$ cat src/hdl/dlpu_pkg.sv
`timescale 1ns / 1ps

package dlpu_pkg;

    localparam logic [2:0] LIST_NONE = 3'd7;
    localparam logic [2:0] LIST_MAX  = 3'd4;

    // Packet type codes, bits 31:29 of packet word 0.
    localparam logic [2:0] PT_END_LIST = 3'd0;
    localparam logic [2:0] PT_HEADER   = 3'd4;
    localparam logic [2:0] PT_VERTEX   = 3'd7;

    localparam int unsigned KEPT_WORDS = 7;
    localparam logic [31:0] COLOR_WHITE = 32'hffff_ffff;

    typedef enum logic [2:0] {
        K_VERTEX      = 3'd0,
        K_GROUP_START = 3'd1,
        K_LIST_DONE   = 3'd2,
        K_RENDER_DONE = 3'd3,
        K_UNKNOWN     = 3'd4,
        K_NO_LIST     = 3'd5,
        K_GROUP_FULL  = 3'd6,
        K_REJECTED    = 3'd7
    } t_kind;

    // Position within the output sequence of one vertex packet.
    typedef enum logic [1:0] {
        PH_OLDER = 2'd0,
        PH_NEWER = 2'd1,
        PH_FINAL = 2'd2
    } t_phase;

    typedef struct packed {
        logic                          render;
        logic [KEPT_WORDS-1:0][31:0]   words;
    } t_cmd;

    typedef struct packed {
        t_kind       kind;
        logic [2:0]  list_id;
        logic [31:0] pos_x;
        logic [31:0] pos_y;
        logic [31:0] pos_z;
        logic [31:0] tex_u;
        logic [31:0] tex_v;
        logic        textured;
        logic [31:0] color;
        logic        last;
    } t_result;

endpackage

$ cat src/hdl/dlpu_front.sv
`timescale 1ns / 1ps

module dlpu_front #(
    parameter int PACKET_WORDS = 8
) (
    input  logic            i_clk,
    input  logic            i_rst_n,
    input  logic            i_valid,
    output logic            o_stall,
    input  logic            i_func,
    input  logic [31:0]     i_fifo_word,
    input  logic            i_full,
    output logic            o_push,
    output dlpu_pkg::t_cmd  o_cmd
);
    import dlpu_pkg::*;

    localparam int CW = $clog2(PACKET_WORDS);

    logic [CW-1:0]                r_count;
    logic [CW-1:0]                n_count;
    logic [KEPT_WORDS-1:0][31:0]  r_pkt;
    logic                         accept;
    logic                         complete;

    assign o_stall  = i_full;
    assign accept   = i_valid && !i_full;
    assign complete = (r_count == CW'(PACKET_WORDS - 1));
    assign o_push   = accept && (i_func || complete);
    assign o_cmd    = '{render: i_func, words: r_pkt};

    always_comb begin
        n_count = r_count;
        if (accept && !i_func) begin
            n_count = complete ? '0 : r_count + 1'b1;
        end
    end

    always_ff @(posedge i_clk) begin
        if (!i_rst_n) begin
            r_count <= '0;
        end else begin
            r_count <= n_count;
        end
    end

    // Only the first seven words of a packet carry anything used downstream.
    always_ff @(posedge i_clk) begin
        for (int i = 0; i < KEPT_WORDS; i++) begin
            if (accept && !i_func && r_count == CW'(i)) begin
                r_pkt[i] <= i_fifo_word;
            end
        end
    end

endmodule

$ cat src/hdl/dlpu_queue.sv
`timescale 1ns / 1ps

module dlpu_queue (
    input  logic            i_clk,
    input  logic            i_rst_n,
    input  logic            i_push,
    input  dlpu_pkg::t_cmd  i_cmd,
    output logic            o_full,
    input  logic            i_pop,
    output logic            o_valid,
    output dlpu_pkg::t_cmd  o_cmd
);
    import dlpu_pkg::*;

    t_cmd       r_mem [2];
    logic       r_wr;
    logic       r_rd;
    logic [1:0] r_cnt;

    assign o_full  = (r_cnt == 2'd2);
    assign o_valid = (r_cnt != 2'd0);
    assign o_cmd   = r_mem[r_rd];

    always_ff @(posedge i_clk) begin
        if (!i_rst_n) begin
            r_wr  <= 1'b0;
            r_rd  <= 1'b0;
            r_cnt <= 2'd0;
        end else begin
            if (i_push) begin
                r_wr <= !r_wr;
            end
            if (i_pop) begin
                r_rd <= !r_rd;
            end
            r_cnt <= r_cnt + {1'b0, i_push} - {1'b0, i_pop};
        end
    end

    always_ff @(posedge i_clk) begin
        if (i_push) begin
            r_mem[r_wr] <= i_cmd;
        end
    end

endmodule

$ cat src/hdl/dlpu_back.sv
`timescale 1ns / 1ps

module dlpu_back #(
    parameter int GROUP_CAPACITY = 1024
) (
    input  logic               i_clk,
    input  logic               i_rst_n,
    input  logic               i_cmd_valid,
    input  dlpu_pkg::t_cmd     i_cmd,
    output logic               o_pop,
    output logic               o_valid,
    input  logic               i_stall,
    output dlpu_pkg::t_result  o_res
);
    import dlpu_pkg::*;

    localparam int GW = $clog2(GROUP_CAPACITY + 1);

    logic             r_valid;
    t_result          r_res;
    t_result          n_res;
    logic [2:0]       r_open, n_open;
    logic [4:0]       r_used, n_used;
    logic [1:0]       r_cfmt, n_cfmt;
    logic             r_tex, n_tex;
    logic [1:0]       r_strip, n_strip;
    logic [5:0][31:0] r_older, n_older;
    logic [5:0][31:0] r_newer, n_newer;
    logic [GW-1:0]    r_gv, n_gv;
    t_phase           r_ph, n_ph;

    logic             step;
    logic             done;
    logic [31:0]      w0;
    logic [2:0]       req;
    logic             room;
    logic             strip_full;
    logic [5:0][31:0] vtx;

    assign step       = i_cmd_valid && (!r_valid || !i_stall);
    assign o_pop      = step && done;
    assign o_valid    = r_valid;
    assign o_res      = r_res;
    assign w0         = i_cmd.words[0];
    assign req        = w0[26:24];
    assign room       = (r_gv < GW'(GROUP_CAPACITY));
    assign strip_full = (r_strip == 2'd3);

    always_comb begin
        vtx[0] = i_cmd.words[1];
        vtx[1] = i_cmd.words[2];
        vtx[2] = i_cmd.words[3];
        vtx[3] = r_tex ? i_cmd.words[4] : 32'd0;
        vtx[4] = r_tex ? i_cmd.words[5] : 32'd0;
        vtx[5] = (r_cfmt == 2'd0) ? i_cmd.words[6] : COLOR_WHITE;
    end

    always_comb begin
        n_res   = '0;
        n_open  = r_open;
        n_used  = r_used;
        n_cfmt  = r_cfmt;
        n_tex   = r_tex;
        n_strip = r_strip;
        n_older = r_older;
        n_newer = r_newer;
        n_gv    = r_gv;
        n_ph    = r_ph;
        done    = 1'b1;
        n_res.last = 1'b1;

        if (i_cmd.render) begin
            n_used = '0;
            n_open = LIST_NONE;
            n_tex  = 1'b0;
            n_res.kind = K_RENDER_DONE;
        end else begin
            case (w0[31:29])
                PT_VERTEX: begin
                    if (r_open == LIST_NONE) begin
                        n_res.kind = K_NO_LIST;
                    end else if (r_ph == PH_OLDER && strip_full && room) begin
                        // Repeat the older strip vertex.
                        n_res = '{K_VERTEX, r_open, r_older[0], r_older[1], r_older[2],
                                  r_older[3], r_older[4], r_tex, r_older[5], 1'b0};
                        n_gv  = r_gv + 1'b1;
                        n_ph  = PH_NEWER;
                        done  = 1'b0;
                    end else if (r_ph != PH_FINAL && strip_full && room) begin
                        n_res = '{K_VERTEX, r_open, r_newer[0], r_newer[1], r_newer[2],
                                  r_newer[3], r_newer[4], r_tex, r_newer[5], 1'b0};
                        n_gv  = r_gv + 1'b1;
                        n_ph  = PH_FINAL;
                        done  = 1'b0;
                    end else if (!room) begin
                        n_res.kind    = K_GROUP_FULL;
                        n_res.list_id = r_open;
                        n_ph          = PH_OLDER;
                    end else begin
                        n_res = '{K_VERTEX, r_open, vtx[0], vtx[1], vtx[2],
                                  vtx[3], vtx[4], r_tex, vtx[5], 1'b1};
                        n_gv  = r_gv + 1'b1;
                        n_ph  = PH_OLDER;
                        if (w0[28]) begin
                            n_strip = 2'd0;
                        end else begin
                            n_older = r_newer;
                            n_newer = vtx;
                            if (!strip_full) begin
                                n_strip = r_strip + 1'b1;
                            end
                        end
                    end
                end
                PT_HEADER: begin
                    n_strip       = 2'd0;
                    n_res.kind    = K_REJECTED;
                    n_res.list_id = req;
                    if (req > LIST_MAX) begin
                        n_res.kind = K_REJECTED;
                    end else if (r_open == LIST_NONE) begin
                        if (!r_used[req]) begin
                            n_open         = req;
                            n_used         = r_used | (5'd1 << req);
                            n_cfmt         = w0[5:4];
                            n_tex          = r_tex | w0[3];
                            n_gv           = '0;
                            n_res.kind     = K_GROUP_START;
                            n_res.textured = r_tex | w0[3];
                        end
                    end else if (r_open == req) begin
                        n_gv           = '0;
                        n_res.kind     = K_GROUP_START;
                        n_res.textured = r_tex;
                    end
                end
                PT_END_LIST: begin
                    if (r_open == LIST_NONE) begin
                        n_res.kind = K_NO_LIST;
                    end else begin
                        n_res.kind    = K_LIST_DONE;
                        n_res.list_id = r_open;
                        n_open        = LIST_NONE;
                    end
                end
                default: begin
                    n_res.kind = K_UNKNOWN;
                end
            endcase
        end
    end

    always_ff @(posedge i_clk) begin
        if (!i_rst_n) begin
            r_valid <= 1'b0;
            r_open  <= LIST_NONE;
            r_used  <= '0;
            r_cfmt  <= '0;
            r_tex   <= 1'b0;
            r_strip <= '0;
            r_older <= '0;
            r_newer <= '0;
            r_gv    <= '0;
            r_ph    <= PH_OLDER;
        end else begin
            if (step) begin
                r_valid <= 1'b1;
                r_open  <= n_open;
                r_used  <= n_used;
                r_cfmt  <= n_cfmt;
                r_tex   <= n_tex;
                r_strip <= n_strip;
                r_older <= n_older;
                r_newer <= n_newer;
                r_gv    <= n_gv;
                r_ph    <= n_ph;
            end else if (!i_stall) begin
                r_valid <= 1'b0;
            end
        end
    end

    always_ff @(posedge i_clk) begin
        if (step) begin
            r_res <= n_res;
        end
    end

endmodule

$ cat src/hdl/display_list_packet_unstripper.sv
`timescale 1ns / 1ps

// Display-list packet unstripper. Command FIFO words enter one per cycle
// (i_func low) and are gathered into packets of PACKET_WORDS words; a start
// render request (i_func high) passes straight through as one item. Each
// finished packet or render request is queued in a two-entry command queue
// and executed by the back end, which emits one result per cycle unless the
// output is stalled: one for most packets and up to three for a vertex once
// a strip holds three vertices, since the two previous strip vertices are
// sent again. Input is taken every cycle unless the command queue is full,
// so words stream at one per cycle and a vertex packet of eight words leaves
// the back end ample time. Results sit in an output register until taken;
// o_last marks the final result of each packet or render request.

module display_list_packet_unstripper #(
    parameter int GROUP_CAPACITY = 1024,
    parameter int PACKET_WORDS   = 8
) (
    input  logic        i_clk,
    input  logic        i_rst_n,
    input  logic        i_valid,
    output logic        o_stall,
    input  logic        i_func,
    input  logic [31:0] i_fifo_word,
    output logic        o_valid,
    input  logic        i_stall,
    output logic [2:0]  o_kind,
    output logic [2:0]  o_list_id,
    output logic [31:0] o_pos_x_bits,
    output logic [31:0] o_pos_y_bits,
    output logic [31:0] o_pos_z_bits,
    output logic [31:0] o_tex_u_bits,
    output logic [31:0] o_tex_v_bits,
    output logic        o_textured,
    output logic [31:0] o_color_argb,
    output logic        o_last
);
    import dlpu_pkg::*;

    logic    full;
    logic    push;
    t_cmd    push_cmd;
    logic    pop;
    logic    cmd_valid;
    t_cmd    cmd;
    t_result res;

    dlpu_front #(.PACKET_WORDS(PACKET_WORDS)) u_front (
        .i_clk       (i_clk),
        .i_rst_n     (i_rst_n),
        .i_valid     (i_valid),
        .o_stall     (o_stall),
        .i_func      (i_func),
        .i_fifo_word (i_fifo_word),
        .i_full      (full),
        .o_push      (push),
        .o_cmd       (push_cmd)
    );

    dlpu_queue u_queue (
        .i_clk   (i_clk),
        .i_rst_n (i_rst_n),
        .i_push  (push),
        .i_cmd   (push_cmd),
        .o_full  (full),
        .i_pop   (pop),
        .o_valid (cmd_valid),
        .o_cmd   (cmd)
    );

    dlpu_back #(.GROUP_CAPACITY(GROUP_CAPACITY)) u_back (
        .i_clk       (i_clk),
        .i_rst_n     (i_rst_n),
        .i_cmd_valid (cmd_valid),
        .i_cmd       (cmd),
        .o_pop       (pop),
        .o_valid     (o_valid),
        .i_stall     (i_stall),
        .o_res       (res)
    );

    assign o_kind       = res.kind;
    assign o_list_id    = res.list_id;
    assign o_pos_x_bits = res.pos_x;
    assign o_pos_y_bits = res.pos_y;
    assign o_pos_z_bits = res.pos_z;
    assign o_tex_u_bits = res.tex_u;
    assign o_tex_v_bits = res.tex_v;
    assign o_textured   = res.textured;
    assign o_color_argb = res.color;
    assign o_last       = res.last;

endmodule

$ cat config.mk
export PLATFORM = sky130hd
export DESIGN_NAME = display_list_packet_unstripper
export DESIGN_NICKNAME = d
export VERILOG_FILES = /design/src/hdl/dlpu_pkg.sv /design/src/hdl/dlpu_front.sv /design/src/hdl/dlpu_queue.sv /design/src/hdl/dlpu_back.sv /design/src/hdl/display_list_packet_unstripper.sv
export SDC_FILE = /design/constraint.sdc
export NUM_CORES = 2
export LEC_CHECK = 0
export ABC_CLOCK_PERIOD_IN_PS = 35400
export BUFFER_PORTS_ARGS = -buffer_cell sky130_fd_sc_hd__buf_2
export CAP_MARGIN = 20
export CORE_MARGIN = 3
export CORE_UTILIZATION = 65
export CTS_CLUSTER_DIAMETER = 60
export DETAILED_ROUTE_END_ITERATION = 10
export HOLD_SLACK_MARGIN = 0.08
export PLACE_DENSITY_LB_ADDON = 0.2
export SYNTH_ARGS = -nofsm -noshare
export SYNTH_HDL_FRONTEND = slang
export SYNTH_SLANG_ARGS = --single-unit
$ cat constraint.sdc
create_clock -name i_clk -period 35.4 [get_ports i_clk]
set_input_delay 3.54 -clock i_clk [delete_from_list [all_inputs] [get_ports i_clk]]
set_output_delay 3.54 -clock i_clk [all_outputs]
set_load 0.02 [all_outputs]
==> summary.md <==
| Metric | Value |
|---|---|
| Final setup fails | `0` |
| Root Buffer Master | `clkbuf_16` |
| FP Rows | `96` |
| Cts hold-fix bufs | `0` |
| Synth Area in Simple Gates | `0.107` |
| Initial core utilization | `0.660` |
| Worst skew pair latency | `just under 0.7 ns` |
| Die X | `271 µm` |
| Async SR Flop Fraction | `0` |
| Post-synthesis mux area share | `0.0491` |
| Gr ovfl total | `0` |
| Fin crit period | `approximately 7.4 ns` |
| Tcrit/Tclk final | `0.209` |
| Hold Path Class | `flop to flop` |
| TritonCTS clock tree | `yes` |
| Setup_tns | `0 ns` |
| NetSw | `a little over 900 µW` |
| Syn_nets | `~3600` |
| Status | `finished, violations left` |
| CTS Sinks | `about 1200` |
| Critical Path Fanout Max | `87` |
| DRC viols | `3` |
| Pin count of the biggest net entering global routing | `194` |
| Clock slew seen by the registers of the worst setup and hold paths | `around 0.070 ns` |
| Largest family of logic cells by synthesized area | `simple AND/OR/NAND/NOR gates` |
| Post-Syn Area | `~0.045 mm²` |
| Endpoints failing hold | `0` |
| Max-Slew Margin vs Limit | `0.181` |
| P_int | `between 2 and 3 mW` |
| Worst Reg-to-Reg Cells | `10` |
| Final wirelength | `~110 mm` |
| Ys flop type | `edfxtp_1` |
| Antenna Nets Post-Route | `0` |
| Hold path cells | `0` |
| Critical Path AT | `7.99 ns` |
| Worst clock skew | `about 0.017 ns` |
| F_max | `between 100 and 150 MHz` |
| Resized Gates After CTS | `0` |
| Commonest non-fill, non-tap cell in the layout | `nand2_1` |
| Maximum clock path buffer count | `3` |
| Power Density | `roughly 70 mW/mm²` |
| Total CTS buffers | `between 100 and 150` |
| H-Tree Level Count | `3` |
| Worst setup SP type | `input pin` |
| Core area | `~0.069 mm²` |
| First-pass GRT wire length | `roughly 170 mm` |
| VDD IR max | `between 0.05 and 0.06 mV` |
| Die height | `271 µm` |
| Pins Over Slew Limit | `0` |
| IO Count | `239` |
| Failing checks | `DRC` |
| Die Footprint | `about 0.073 mm²` |
| Post-Synth Adder-Cell Area | `0.00275` |
| RSZ-0062 raised after global routing | `no` |
| Reg power frac | `0.492` |
| Commonest cells after routing, fill and taps aside | `nand2_1 (838), edfxtp_1 (808), dfxtp_1 (417), a21oi_1 (400), buf_2 (238)` |
| Share of layout cells above drive strength 1 | `0.151` |
| Inst Count DP | `between 4000 and 5000` |
| IO buf count | `approximately 240` |
| DR iter-0 viols | `between 4000 and 5000` |
| All-Layer GR Usage | `0.302` |
| Area growth syn-to-layout | `12.5%` |
| 1st-pass router iterations | `11` |
| Antenna violations before repair | `9` |
| Kind of critical path | `input pin to flop` |
| Half-perimeter wire length after detailed placement | `62.5 mm` |
| Leakage | `about 17 nW` |
| Post-synth EDFFs | `between 800 and 900` |
| Synthesized area per cell | `between 10 and 15 µm²` |
| WP data required | `between 30 and 40 ns` |
| Synthesized flop and latch total | `1227` |
| Cells after synthesis | `roughly 3600` |
| Sw Share | `0.266` |
| Complex-gate fraction of the synthesized area | `0.0974` |
| Routed len/inst | `23.7 µm` |
| Seq/Total Area, Yosys | `0.718` |
| Total power | `between 3 and 4 mW` |
| Worst Setup End Kind | `flop` |
| Clock share of power | `0.360` |
| Post-synthesis xor/xnor area fraction | `0.000963` |
| Comb power frac | `0.147` |
| RePlAce Congestion | `about 0.85` |
| Layout Utilization | `0.742` |
| Vias in the first global route | `about 30000` |
| Worst Max-Slew Pin Slew | `around 1.2 ns` |
| Post-CTS setup buffers | `0` |
| Yosys cell types | `between 50 and 60` |
| Total number of vias | `30300` |
| Vias per cell | `~6.4` |
| Post-layout net count | `3771` |
| Non-Filler Instances | `4759` |
| Syn. warnings | `0` |
| Max Cap Viol | `0` |
==> cells by family after synthesis <==
logic type,Yosys count
DFF,1227
and+or+nand+nor,1212
AOI/OAI and AO/OA,662
buffers and inverters,272
muxes,209
adders and majority gates,10
xor gates and xnor gates,5
==> final cells by class <==
class | count | area [µm²]
antenna | 2 | 5.00
fill | 4325 | 17800
inverter | 11 | 56.3
multi-input combinational | 2098 | 11800
tap | 931 | 1160
clock buffer | 160 | 3310
clock inverter | 59 | 612
sequential | 1227 | 32700
timing repair buffer | 271 | 1570
==> through the flow <==
| stage | worst slack [ns] | hold WS (ns) | area [µm²] |
|---|---|---|---|
| floorplan | 16.87 | 0.419 | 45500 |
| global placement | 27.44 | 0.422 | 47100 |
| detailed placement | 27.14 | 0.429 | 47100 |
| CTS | 27.77 | 0.432 | 51100 |
| global route | 27.73 | 0.443 | 51200 |
| finish | 27.99 | 0.442 | 51200 |
==> synth_stat cells, drive strengths merged (12+ instances only) <==
| cell type | count | area [µm²] |
|---|---|---|
| nand2 | 838 | 3150 |
| edfxtp | 808 | 24300 |
| dfxtp | 419 | 8390 |
| a21oi | 401 | 2010 |
| nor2 | 230 | 863 |
| clkbuf | 198 | 743 |
| a222oi | 192 | 1920 |
| mux2i | 109 | 1100 |
| mux2 | 100 | 1130 |
| nor2b | 66 | 413 |
| buf | 63 | 322 |
| o21ai | 21 | 105 |
| nand3 | 19 | 95.1 |
| and3 | 12 | 75.1 |
==> power by group through the flow <==
stage / logic (mW) / registers, mW / clock network, mW
after floorplan: 0.241 / 1.87 / 0
after global placement: 0.501 / 1.74 / 0
after detailed placement: 0.512 / 1.75 / 0
after CTS: 0.515 / 1.72 / 1.27
after global routing: 0.545 / 1.73 / 1.33
final: 0.514 / 1.72 / 1.26
==> final timing paths <==
path	slack, ns	startpoint	end
setup / recovery	27.99	i_stall	u_back.r_newer[6]
hold / removal	0.44	u_front.o_cmd[56]	u_queue.r_mem[1][56]
setup reg to reg	30.49	u_back.r_strip[0]	u_back.r_newer[6]
hold reg to reg	0.44	u_front.o_cmd[56]	u_queue.r_mem[1][56]
==> flip-flops by register name, summed over array words and instances (netlist names), 3 cells and up, named ones only <==
| name | count |
|---|---|
| u_back.r_newer | 192 |
| u_back.r_used | 5 |
| u_queue.r_mem | 406 |
| u_back.r_open | 3 |
| u_back.r_older | 192 |
| u_front.o_cmd | 202 |
| u_front.r_count | 3 |
| u_back.o_res | 200 |
| u_back.r_gv | 11 |
==> layer usage <==
metal  global-route usage  up-vias  wire length, µm
li1                     -    13400                -
met1                0.385    14900            42200
met2                0.497     1772            54700
met3               0.0616      302            10300
met4                0.152        2             5400
met5                    0        -               13
==> worst max-delay path: stages <==
cell     delay (ns)
buf_2          0.10
nand2_1        0.08
o21ai_0        0.31
inv_8          0.53
and2_0         0.39
and3_4         0.84
buf_4          0.90
buf_4          0.47
buf_16         0.35
nand2_1        0.12
a21oi_1        0.18
(Power assumes the default switching activity.)
